`config.mk`:
```
export PLATFORM = sky130hd
export DESIGN_NAME = sorted_tick_table_search_insert_core
export DESIGN_NICKNAME = d
export VERILOG_FILES = /design/src/hw/rtl/stt_pkg.sv /design/src/hw/rtl/sorted_tick_table_search_insert_core.sv /design/src/hw/rtl/stt_ctrl.sv /design/src/hw/rtl/stt_dp.sv
export SDC_FILE = /design/constraint.sdc
export NUM_CORES = 2
export LEC_CHECK = 0
export BUFFER_PORTS_ARGS = -buffer_cell sky130_fd_sc_hd__buf_2
export CORE_MARGIN = 2
export CORE_UTILIZATION = 33
export CTS_BUF_LIST = sky130_fd_sc_hd__clkbuf_4 sky130_fd_sc_hd__clkbuf_8
export DETAILED_ROUTE_END_ITERATION = 7
export SYNTH_ARGS = -nofsm -noshare
export SYNTH_HDL_FRONTEND = slang
export SYNTH_SLANG_ARGS = --single-unit
export TNS_END_PERCENT = 1
```
`constraint.sdc`:
```
create_clock -name clk_i -period 5.4 [get_ports clk_i]
set_input_delay 0.54 -clock clk_i [delete_from_list [all_inputs] [get_ports clk_i]]
set_output_delay 0.54 -clock clk_i [all_outputs]
set_load 0.01 [all_outputs]
```
`src/hw/rtl/stt_pkg.sv`:
```
// Shared types and constants for the sorted tick table search and insert core.
`default_nettype none

package stt_pkg;

  localparam int unsigned DefaultDepth   = 64;
  localparam int unsigned DefaultKeyBits = 32;

  typedef enum logic [1:0] {
    REQ_LOWER  = 2'd0,
    REQ_UPPER  = 2'd1,
    REQ_GET    = 2'd2,
    REQ_INSERT = 2'd3
  } req_e;

  typedef enum logic [2:0] {
    ST_IDLE,
    ST_SRCH_RD,
    ST_SRCH_CMP,
    ST_DECIDE,
    ST_SHIFT_PRIME,
    ST_SHIFT,
    ST_WRITE
  } state_e;

  // Commands from the controller to the datapath.
  typedef struct packed {
    logic load;
    logic srch_rd;
    logic srch_cmp;
    logic shift_init;
    logic shift_rd;
    logic shift_wr;
    logic write_key;
    logic finish;
  } cmd_t;

  // Status from the datapath to the controller.
  typedef struct packed {
    logic srch_done;
    logic need_insert;
    logic shift_done;
    logic shift_last;
  } sts_t;

endpackage

`default_nettype wire

```
`src/hw/rtl/sorted_tick_table_search_insert_core.sv`:
```
// Top level of the sorted tick table search and insert core.
// A lookup runs S binary-search probes, S <= ceil(log2(count+1)), each a memory read
// and a compare, then a decide step that either finishes the request or starts an insert.
// An insert then moves N entries up one slot at a cycle each, after a priming read, and writes the key last.
// Throughput: busy drops with done_o, so the next start is taken in the done_o cycle.
// Reset clears the entry count and control state, not key memory; results cannot stall.
`default_nettype none

module sorted_tick_table_search_insert_core #(
  parameter int unsigned DEPTH    = stt_pkg::DefaultDepth,
  parameter int unsigned KEY_BITS = stt_pkg::DefaultKeyBits,
  localparam int unsigned CW      = $clog2(DEPTH + 1)
) (
  input  wire logic                clk_i,
  input  wire logic                rst_ni,
  input  wire logic                start,
  output logic                     busy,
  input  wire logic [1:0]          req_type_i,
  input  wire logic [KEY_BITS-1:0] tick_key_i,
  output logic                     done_o,
  output logic [CW-1:0]            slot_o,
  output logic                     found_o,
  output logic                     inserted_o,
  output logic                     full_error_o,
  output logic [CW-1:0]            entry_count_o
);

  stt_pkg::cmd_t cmd;
  stt_pkg::sts_t sts;

  stt_ctrl u_ctrl (
    .clk_i  (clk_i),
    .rst_ni (rst_ni),
    .start  (start),
    .sts_i  (sts),
    .cmd_o  (cmd),
    .busy   (busy)
  );

  stt_dp #(
    .DEPTH    (DEPTH),
    .KEY_BITS (KEY_BITS)
  ) u_dp (
    .clk_i         (clk_i),
    .rst_ni        (rst_ni),
    .cmd_i         (cmd),
    .sts_o         (sts),
    .req_type_i    (req_type_i),
    .tick_key_i    (tick_key_i),
    .done_o        (done_o),
    .slot_o        (slot_o),
    .found_o       (found_o),
    .inserted_o    (inserted_o),
    .full_error_o  (full_error_o),
    .entry_count_o (entry_count_o)
  );

endmodule

`default_nettype wire

```
`src/hw/rtl/stt_ctrl.sv`:
```
// Controller state machine for the sorted tick table core.
`default_nettype none

module stt_ctrl (
  input  wire logic          clk_i,
  input  wire logic          rst_ni,
  input  wire logic          start,
  input  wire stt_pkg::sts_t sts_i,
  output stt_pkg::cmd_t      cmd_o,
  output logic               busy
);

  stt_pkg::state_e state_q, state_d;

  always_ff @(posedge clk_i or negedge rst_ni) begin
    if (!rst_ni) begin
      state_q <= stt_pkg::ST_IDLE;
    end else begin
      state_q <= state_d;
    end
  end

  always_comb begin
    state_d = state_q;
    cmd_o   = '0;
    unique case (state_q)
      stt_pkg::ST_IDLE: begin
        if (start) begin
          cmd_o.load = 1'b1;
          state_d    = stt_pkg::ST_SRCH_RD;
        end
      end
      stt_pkg::ST_SRCH_RD: begin
        if (sts_i.srch_done) begin
          state_d = stt_pkg::ST_DECIDE;
        end else begin
          cmd_o.srch_rd = 1'b1;
          state_d       = stt_pkg::ST_SRCH_CMP;
        end
      end
      stt_pkg::ST_SRCH_CMP: begin
        cmd_o.srch_cmp = 1'b1;
        state_d        = stt_pkg::ST_SRCH_RD;
      end
      stt_pkg::ST_DECIDE: begin
        if (sts_i.need_insert) begin
          cmd_o.shift_init = 1'b1;
          state_d          = stt_pkg::ST_SHIFT_PRIME;
        end else begin
          cmd_o.finish = 1'b1;
          state_d      = stt_pkg::ST_IDLE;
        end
      end
      stt_pkg::ST_SHIFT_PRIME: begin
        if (sts_i.shift_done) begin
          state_d = stt_pkg::ST_WRITE;
        end else begin
          cmd_o.shift_rd = 1'b1;
          state_d        = stt_pkg::ST_SHIFT;
        end
      end
      stt_pkg::ST_SHIFT: begin
        cmd_o.shift_wr = 1'b1;
        if (sts_i.shift_last) begin
          state_d = stt_pkg::ST_WRITE;
        end
      end
      stt_pkg::ST_WRITE: begin
        cmd_o.write_key = 1'b1;
        state_d         = stt_pkg::ST_IDLE;
      end
      default: begin
        state_d = stt_pkg::ST_IDLE;
      end
    endcase
  end

  assign busy = (state_q != stt_pkg::ST_IDLE);

  a_start_busy : assert property (@(posedge clk_i) disable iff (!rst_ni)
    (start && !busy) |=> busy)
    else $error("accepted request did not raise busy");

  a_idle_after_result : assert property (@(posedge clk_i) disable iff (!rst_ni)
    $fell(busy) |-> $past(cmd_o.finish || cmd_o.write_key))
    else $error("busy dropped without a result");

  a_shift_entry : assert property (@(posedge clk_i) disable iff (!rst_ni)
    (state_q == stt_pkg::ST_SHIFT) |->
      ($past(state_q) == stt_pkg::ST_SHIFT_PRIME || $past(state_q) == stt_pkg::ST_SHIFT))
    else $error("shift entered without priming read");

endmodule

`default_nettype wire

```
`src/hw/rtl/stt_dp.sv`:
```
// Datapath of the sorted tick table: key memory, search bounds, shifter and result registers.
`default_nettype none

module stt_dp #(
  parameter int unsigned DEPTH    = stt_pkg::DefaultDepth,
  parameter int unsigned KEY_BITS = stt_pkg::DefaultKeyBits,
  localparam int unsigned AW      = (DEPTH > 1) ? $clog2(DEPTH) : 1,
  localparam int unsigned CW      = $clog2(DEPTH + 1)
) (
  input  wire logic                clk_i,
  input  wire logic                rst_ni,
  input  wire stt_pkg::cmd_t       cmd_i,
  output stt_pkg::sts_t            sts_o,
  input  wire logic [1:0]          req_type_i,
  input  wire logic [KEY_BITS-1:0] tick_key_i,
  output logic                     done_o,
  output logic [CW-1:0]            slot_o,
  output logic                     found_o,
  output logic                     inserted_o,
  output logic                     full_error_o,
  output logic [CW-1:0]            entry_count_o
);

  localparam logic [CW-1:0] Full = CW'(DEPTH);
  localparam logic [CW-1:0] One  = CW'(1);

  logic [KEY_BITS-1:0] mem [DEPTH];

  stt_pkg::req_e       req_q;
  logic [KEY_BITS-1:0] key_q;
  logic [CW-1:0]       lo_q, lo_d, hi_q, hi_d, ptr_q, ptr_d, count_q, count_d;
  logic                eq_q, eq_d;
  logic [KEY_BITS-1:0] rd_data_q;
  logic                done_q;
  logic [CW-1:0]       slot_q, cnt_res_q;
  logic                found_q, inserted_q, full_q;

  logic [CW-1:0]       mid, ptr_m1, ptr_m2;
  logic                rd_en, wr_en, go_right, strict;
  logic [AW-1:0]       rd_addr, wr_addr;
  logic [KEY_BITS-1:0] wr_data;

  assign mid    = lo_q + ((hi_q - lo_q) >> 1);
  assign ptr_m1 = ptr_q - One;
  assign ptr_m2 = ptr_q - CW'(2);
  assign strict = (req_q != stt_pkg::REQ_LOWER);
  assign go_right = strict ? (rd_data_q <= key_q) : (rd_data_q < key_q);

  assign sts_o.srch_done   = (lo_q >= hi_q);
  assign sts_o.need_insert = (req_q == stt_pkg::REQ_INSERT) && !eq_q && (count_q < Full);
  assign sts_o.shift_done  = (ptr_q == lo_q);
  assign sts_o.shift_last  = (ptr_m1 == lo_q);

  // Read port: the search probe, or the entry below the shift pointer.
  always_comb begin
    rd_en   = 1'b0;
    rd_addr = mid[AW-1:0];
    priority if (cmd_i.srch_rd) begin
      rd_en   = 1'b1;
      rd_addr = mid[AW-1:0];
    end else if (cmd_i.shift_rd) begin
      rd_en   = 1'b1;
      rd_addr = ptr_m1[AW-1:0];
    end else if (cmd_i.shift_wr) begin
      rd_en   = !sts_o.shift_last;
      rd_addr = ptr_m2[AW-1:0];
    end else begin
      rd_en   = 1'b0;
      rd_addr = mid[AW-1:0];
    end
  end

  always_comb begin
    wr_en   = cmd_i.shift_wr || cmd_i.write_key;
    wr_addr = cmd_i.write_key ? lo_q[AW-1:0] : ptr_q[AW-1:0];
    wr_data = cmd_i.write_key ? key_q : rd_data_q;
  end

  always_ff @(posedge clk_i) begin
    if (wr_en) begin
      mem[wr_addr] <= wr_data;
    end
    if (rd_en) begin
      rd_data_q <= mem[rd_addr];
    end
  end

  // Bounds, shift pointer and entry count. A right move records whether the probed key
  // matched; the last right move lands on the slot just below the upper bound.
  always_comb begin
    lo_d    = lo_q;
    hi_d    = hi_q;
    eq_d    = eq_q;
    ptr_d   = ptr_q;
    count_d = count_q;
    if (cmd_i.load) begin
      lo_d = '0;
      hi_d = count_q;
      eq_d = 1'b0;
    end
    if (cmd_i.srch_cmp) begin
      if (go_right) begin
        lo_d = mid + One;
        eq_d = (rd_data_q == key_q);
      end else begin
        hi_d = mid;
      end
    end
    if (cmd_i.shift_init) begin
      ptr_d = count_q;
    end
    if (cmd_i.shift_wr) begin
      ptr_d = ptr_m1;
    end
    if (cmd_i.write_key) begin
      count_d = count_q + One;
    end
  end

  always_ff @(posedge clk_i or negedge rst_ni) begin
    if (!rst_ni) begin
      lo_q    <= '0;
      hi_q    <= '0;
      eq_q    <= 1'b0;
      ptr_q   <= '0;
      count_q <= '0;
      done_q  <= 1'b0;
    end else begin
      lo_q    <= lo_d;
      hi_q    <= hi_d;
      eq_q    <= eq_d;
      ptr_q   <= ptr_d;
      count_q <= count_d;
      done_q  <= cmd_i.finish || cmd_i.write_key;
    end
  end

  always_ff @(posedge clk_i) begin
    if (cmd_i.load) begin
      req_q <= stt_pkg::req_e'(req_type_i);
      key_q <= tick_key_i;
    end
  end

  always_ff @(posedge clk_i) begin
    if (cmd_i.write_key) begin
      slot_q     <= lo_q;
      found_q    <= 1'b0;
      inserted_q <= 1'b1;
      full_q     <= 1'b0;
      cnt_res_q  <= count_d;
    end else if (cmd_i.finish) begin
      inserted_q <= 1'b0;
      cnt_res_q  <= count_q;
      unique case (req_q)
        stt_pkg::REQ_LOWER, stt_pkg::REQ_UPPER: begin
          slot_q  <= lo_q;
          found_q <= 1'b0;
          full_q  <= 1'b0;
        end
        stt_pkg::REQ_GET, stt_pkg::REQ_INSERT: begin
          slot_q  <= eq_q ? (lo_q - One) : '0;
          found_q <= eq_q;
          full_q  <= !eq_q && (req_q == stt_pkg::REQ_INSERT);
        end
        default: begin
          slot_q  <= '0;
          found_q <= 1'b0;
          full_q  <= 1'b0;
        end
      endcase
    end
  end

  assign done_o        = done_q;
  assign slot_o        = slot_q;
  assign found_o       = found_q;
  assign inserted_o    = inserted_q;
  assign full_error_o  = full_q;
  assign entry_count_o = cnt_res_q;

  a_count_range : assert property (@(posedge clk_i) disable iff (!rst_ni)
    count_q <= Full)
    else $error("entry count beyond table depth");

  a_insert_count : assert property (@(posedge clk_i) disable iff (!rst_ni)
    cmd_i.write_key |=> (count_q == $past(count_q) + One))
    else $error("insert did not bump the entry count");

  a_result_flags : assert property (@(posedge clk_i) disable iff (!rst_ni)
    done_o |-> ($countones({found_o, inserted_o, full_error_o}) <= 1))
    else $error("result beat carries conflicting flags");

endmodule

`default_nettype wire

```
==> run_results.csv <==
group,metric,value,unit
outcome,status,"completed",
layout,drive_above_1_share,22.2,%
floorplanning,rows,186,
logic_synthesis,syn_area_per_cell,16.8,µm²
critical_path,reg2regPathDepth,17,
sta,tightest_slew,1.36,ns
grt,grt_pass1_vias,49100,
cts,cts.path.max_buffers,4,
sta,fin_hold_ws,0.133,ns
critical_path,worstPathRequired,6.20,ns
grt,grt-busiest-layer,"met2",
cts,path_clk_slew,0.06,ns
drt,viasPerCell,5.52,
grt,grt_start_max_net_pins,111,
drt,post_drt_wl_per_cell,27.8,µm
logic_synthesis,synth_top_area_share,74.7,%
logic_synthesis,ys_ff_latch,2164,
sta,relSlewSlack,8.73,%
critical_path,crit_path_max_fanout,27,
cts,cts_sinks,2164,
grt,grt.total_usage,19.0,%
logic_synthesis,yosysMostFrequentCell,"edfxtp_1",
floorplanning,dieArea,0.263,mm²
critical_path,reg2reg_to,"u_dp.rd_data_q[13]$_DFFE_PP_",
cts,cts_buffers,357,
cts,insertion_delay,1.09,ns
cts,cts_setup_buffers,0,
drt,drt-pass1-iter-count,6,
layout,area_growth,15.8,%
floorplanning,start_util,33.2,%
logic_synthesis,syn_area,0.0855,mm²
sta,timing.final.crit_share,98.1,%
logic_synthesis,synth_edf_count,2128,
flow_run,drv_cap,0,
logic_synthesis,yosys_warnings,0,
min_path,hold_class,"in2async",
critical_path,crit_slowest_cell,"a22oi_1",
sta,max_freq,189,MHz
critical_path,rrSetupSlack,0.10,ns
floorplanning,dieWidth,513,µm
logic_synthesis,synthCells,5094,
drt,drtAntennaViolNets,0,
place,gp_congestion,0.904,
place,numPortBuffers,55,
critical_path,cp-start-kind,"register",
critical_path,path_class,"reg2reg",
logic_synthesis,synth.area.top_cells,"edfxtp_1 (75%), mux4_2 (7.4%), nand2_1 (4.2%)",
sta,setup_viol,0,
logic_synthesis,syn-num-nets,5184,
sta,tns,0,ns
drt,drcViolationCount,0,
layout,nFillCells,23400,
grt,grt_pass1_wl,361,mm
critical_path,endpoint_kind,"register",
logic_synthesis,async_reset_ff_share,1.52,%
logic_synthesis,ys_seq_area_share,75.7,%
sta,layout_min_cycle_time,5.30,ns
critical_path,cp.arrival,6.10,ns
critical_path,path_cells,"inv_1 -> ha_1 -> inv_1 -> fa_1 -> xor2_1 -> ha_1 -> a21o_1 -> a21o_1 -> xor2_1 -> a2bb2oi_1 -> and2_4 -> buf_4 -> nor2_4 -> buf_4 -> a22oi_1 -> a31oi_1 -> and4_1",
drt,first_iter_violations,6535,
cts,h-tree-depth,5,
grt,met2_usage,29.1,%
drt,dr_total_vias,50500,
floorplanning,die_h,513,µm
sta,rsz0062_at_grt,"false",
floorplanning,fp.coreArea,0.257,mm²
drt,routed_wl,255,mm
logic_synthesis,synthTopCellsByCount,"edfxtp_1 (2,128), nand2_1 (946), mux4_2 (281)",
logic_synthesis,ys_types,73,
critical_path,critPathMaxStageDelay,0.56,ns
logic_synthesis,synthFlopType,"edfxtp_1",
floorplanning,io_pins,56,
grt,antenna_found_initial,20,
grt,use_met1,25.3,%
layout,fin_nets,5600,
logic_synthesis,synth_top_area_cell,"edfxtp_1",
sta,fin_skew,0.0996,ns
cts,root_buffer,"clkbuf_8",
sta,hold_viol_final,0,
grt,overflow,0,
sta,slew_violations,0,
cts,tritoncts,"built",
critical_path,rr_startpoint,"u_dp.hi_q[0]$_DFF_PN0_",
place,dp_hpwl,153,mm
grt,grtUsageMet3,4.73,%
## worst max-delay path by stage
| stage | from | endpoint | slack [ns] | cells past startpoint |
|---|---|---|---|---|
| after floorplan | u_dp.lo_q[1]$_DFF_PN0_ | u_dp.rd_data_q[0]$_DFFE_PP_ | 0.1 | 8 |
| after global placement | u_dp.hi_q[0]$_DFF_PN0_ | u_dp.rd_data_q[13]$_DFFE_PP_ | 0.05 | 17 |
| after detailed placement | u_dp.lo_q[0]$_DFF_PN0_ | u_dp.rd_data_q[2]$_DFFE_PP_ | 0.20 | 13 |
| after CTS | u_dp.hi_q[0]$_DFF_PN0_ | u_dp.rd_data_q[13]$_DFFE_PP_ | 0.13 | 17 |
| after global routing | u_dp.hi_q[0]$_DFF_PN0_ | u_dp.rd_data_q[13]$_DFFE_PP_ | 0.03 | 17 |
| final | u_dp.hi_q[0]$_DFF_PN0_ | u_dp.rd_data_q[13]$_DFFE_PP_ | 0.10 | 17 |
## through the flow
stage                     instances  area [µm²]  setup slack, ns  util, %
final                          9154       99100            0.103     38.5
after global routing           9147       99100           0.0292     38.5
after CTS                      9135       99000            0.131     38.5
after detailed placement       8498       92100            0.204     35.8
after global placement         8498       92100           0.0495     35.8
after floorplan                5094       85500           0.0962        -
## placed cells by master (no fill, tap or decap), drive strengths merged, types with 11 or more instances in the layout
cell type	synthesis	routed
a21o	25	25
a21oi	194	194
a22oi	134	134
a31oi	53	53
a32oi	158	158
and4	34	34
buf	197	339
clkbuf	121	472
clkinv	1	116
dfrtp	33	33
diode	0	18
dlygate4sd3	0	36
edfxtp	2128	2128
ha	51	51
inv	52	53
mux2	11	11
mux4	281	281
nand2	946	946
nand2b	29	29
nand3	157	157
nand3b	35	35
nand4	109	109
nor2	97	97
nor3	20	20
o21ai	58	58
o221ai	38	38
xnor2	22	22
xor2	13	13
## sequential cells by signal, indices dropped and copies added, names as in the netlist
name / flops
u_dp.done_o: 1
u_dp.req_q: 2
u_dp.entry_count_o: 7
u_dp.key_q: 32
u_dp.rd_data_q: 32
u_dp.lo_q: 7
u_dp.full_error_o: 1
u_dp.count_q: 7
u_dp.hi_q: 7
u_dp.eq_q: 1
u_dp.found_o: 1
u_dp.inserted_o: 1
u_dp.mem: 2048
u_ctrl.state_q: 3
u_dp.slot_o: 7
u_dp.ptr_q: 7
## logic make-up after synthesis
family                     synth area share (%)
and+or+nand+nor                            7.55
muxes                                      7.64
adders and majority gates                 0.793
buffers and inverters                      2.09
DFF                                        75.7
xor gates and xnor gates                  0.367
AOI/OAI and AO/OA                          5.81
## area by class of cell
type / count / area (µm²) / share of cell area, %
Timing Repair Buffer: 375 / 3320 / 3.35
Clock inverter: 129 / 737 / 0.744
Antenna cell: 18 / 45.0 / 0.0455
Sequential cell: 2164 / 64800 / 65.4
Tap cell: 3384 / 4230 / 4.27
Clock buffer: 472 / 5840 / 5.89
Inverter: 53 / 199 / 0.201
Multi-Input combinational cell: 2559 / 19900 / 20.1
## metal layers
layer	up-vias	share of wire, %	routed length, µm
li1	21000	-	-
met1	26300	39	101000
met2	2736	45	116000
met3	509	10	26200
met4	4	4.9	12400
met5	-	0.0075	19
## worst max-delay path: cells and delay by family (launching register included)
| kind | cells | cell delay [ns] |
|---|---|---|
| AOI/OAI and AO/OA | 5 | 1.71 |
| xor gates and xnor gates | 2 | 0.52 |
| adders and majority gates | 3 | 0.84 |
| buffers and inverters | 4 | 0.79 |
| DFF | 1 | 0.36 |
| and+or+nand+nor | 3 | 0.80 |
## what timing repair did
action | in CTS | in global routing
hold buffers | 36 | 0
resized for setup | 0 | 3
setup endpoints to repair | 0 | 3
endpoints found under the hold margin | 74 | 0
Power is not shown: default switching activity piles up to over one toggle a cycle in this logic, so the estimate is an artifact.
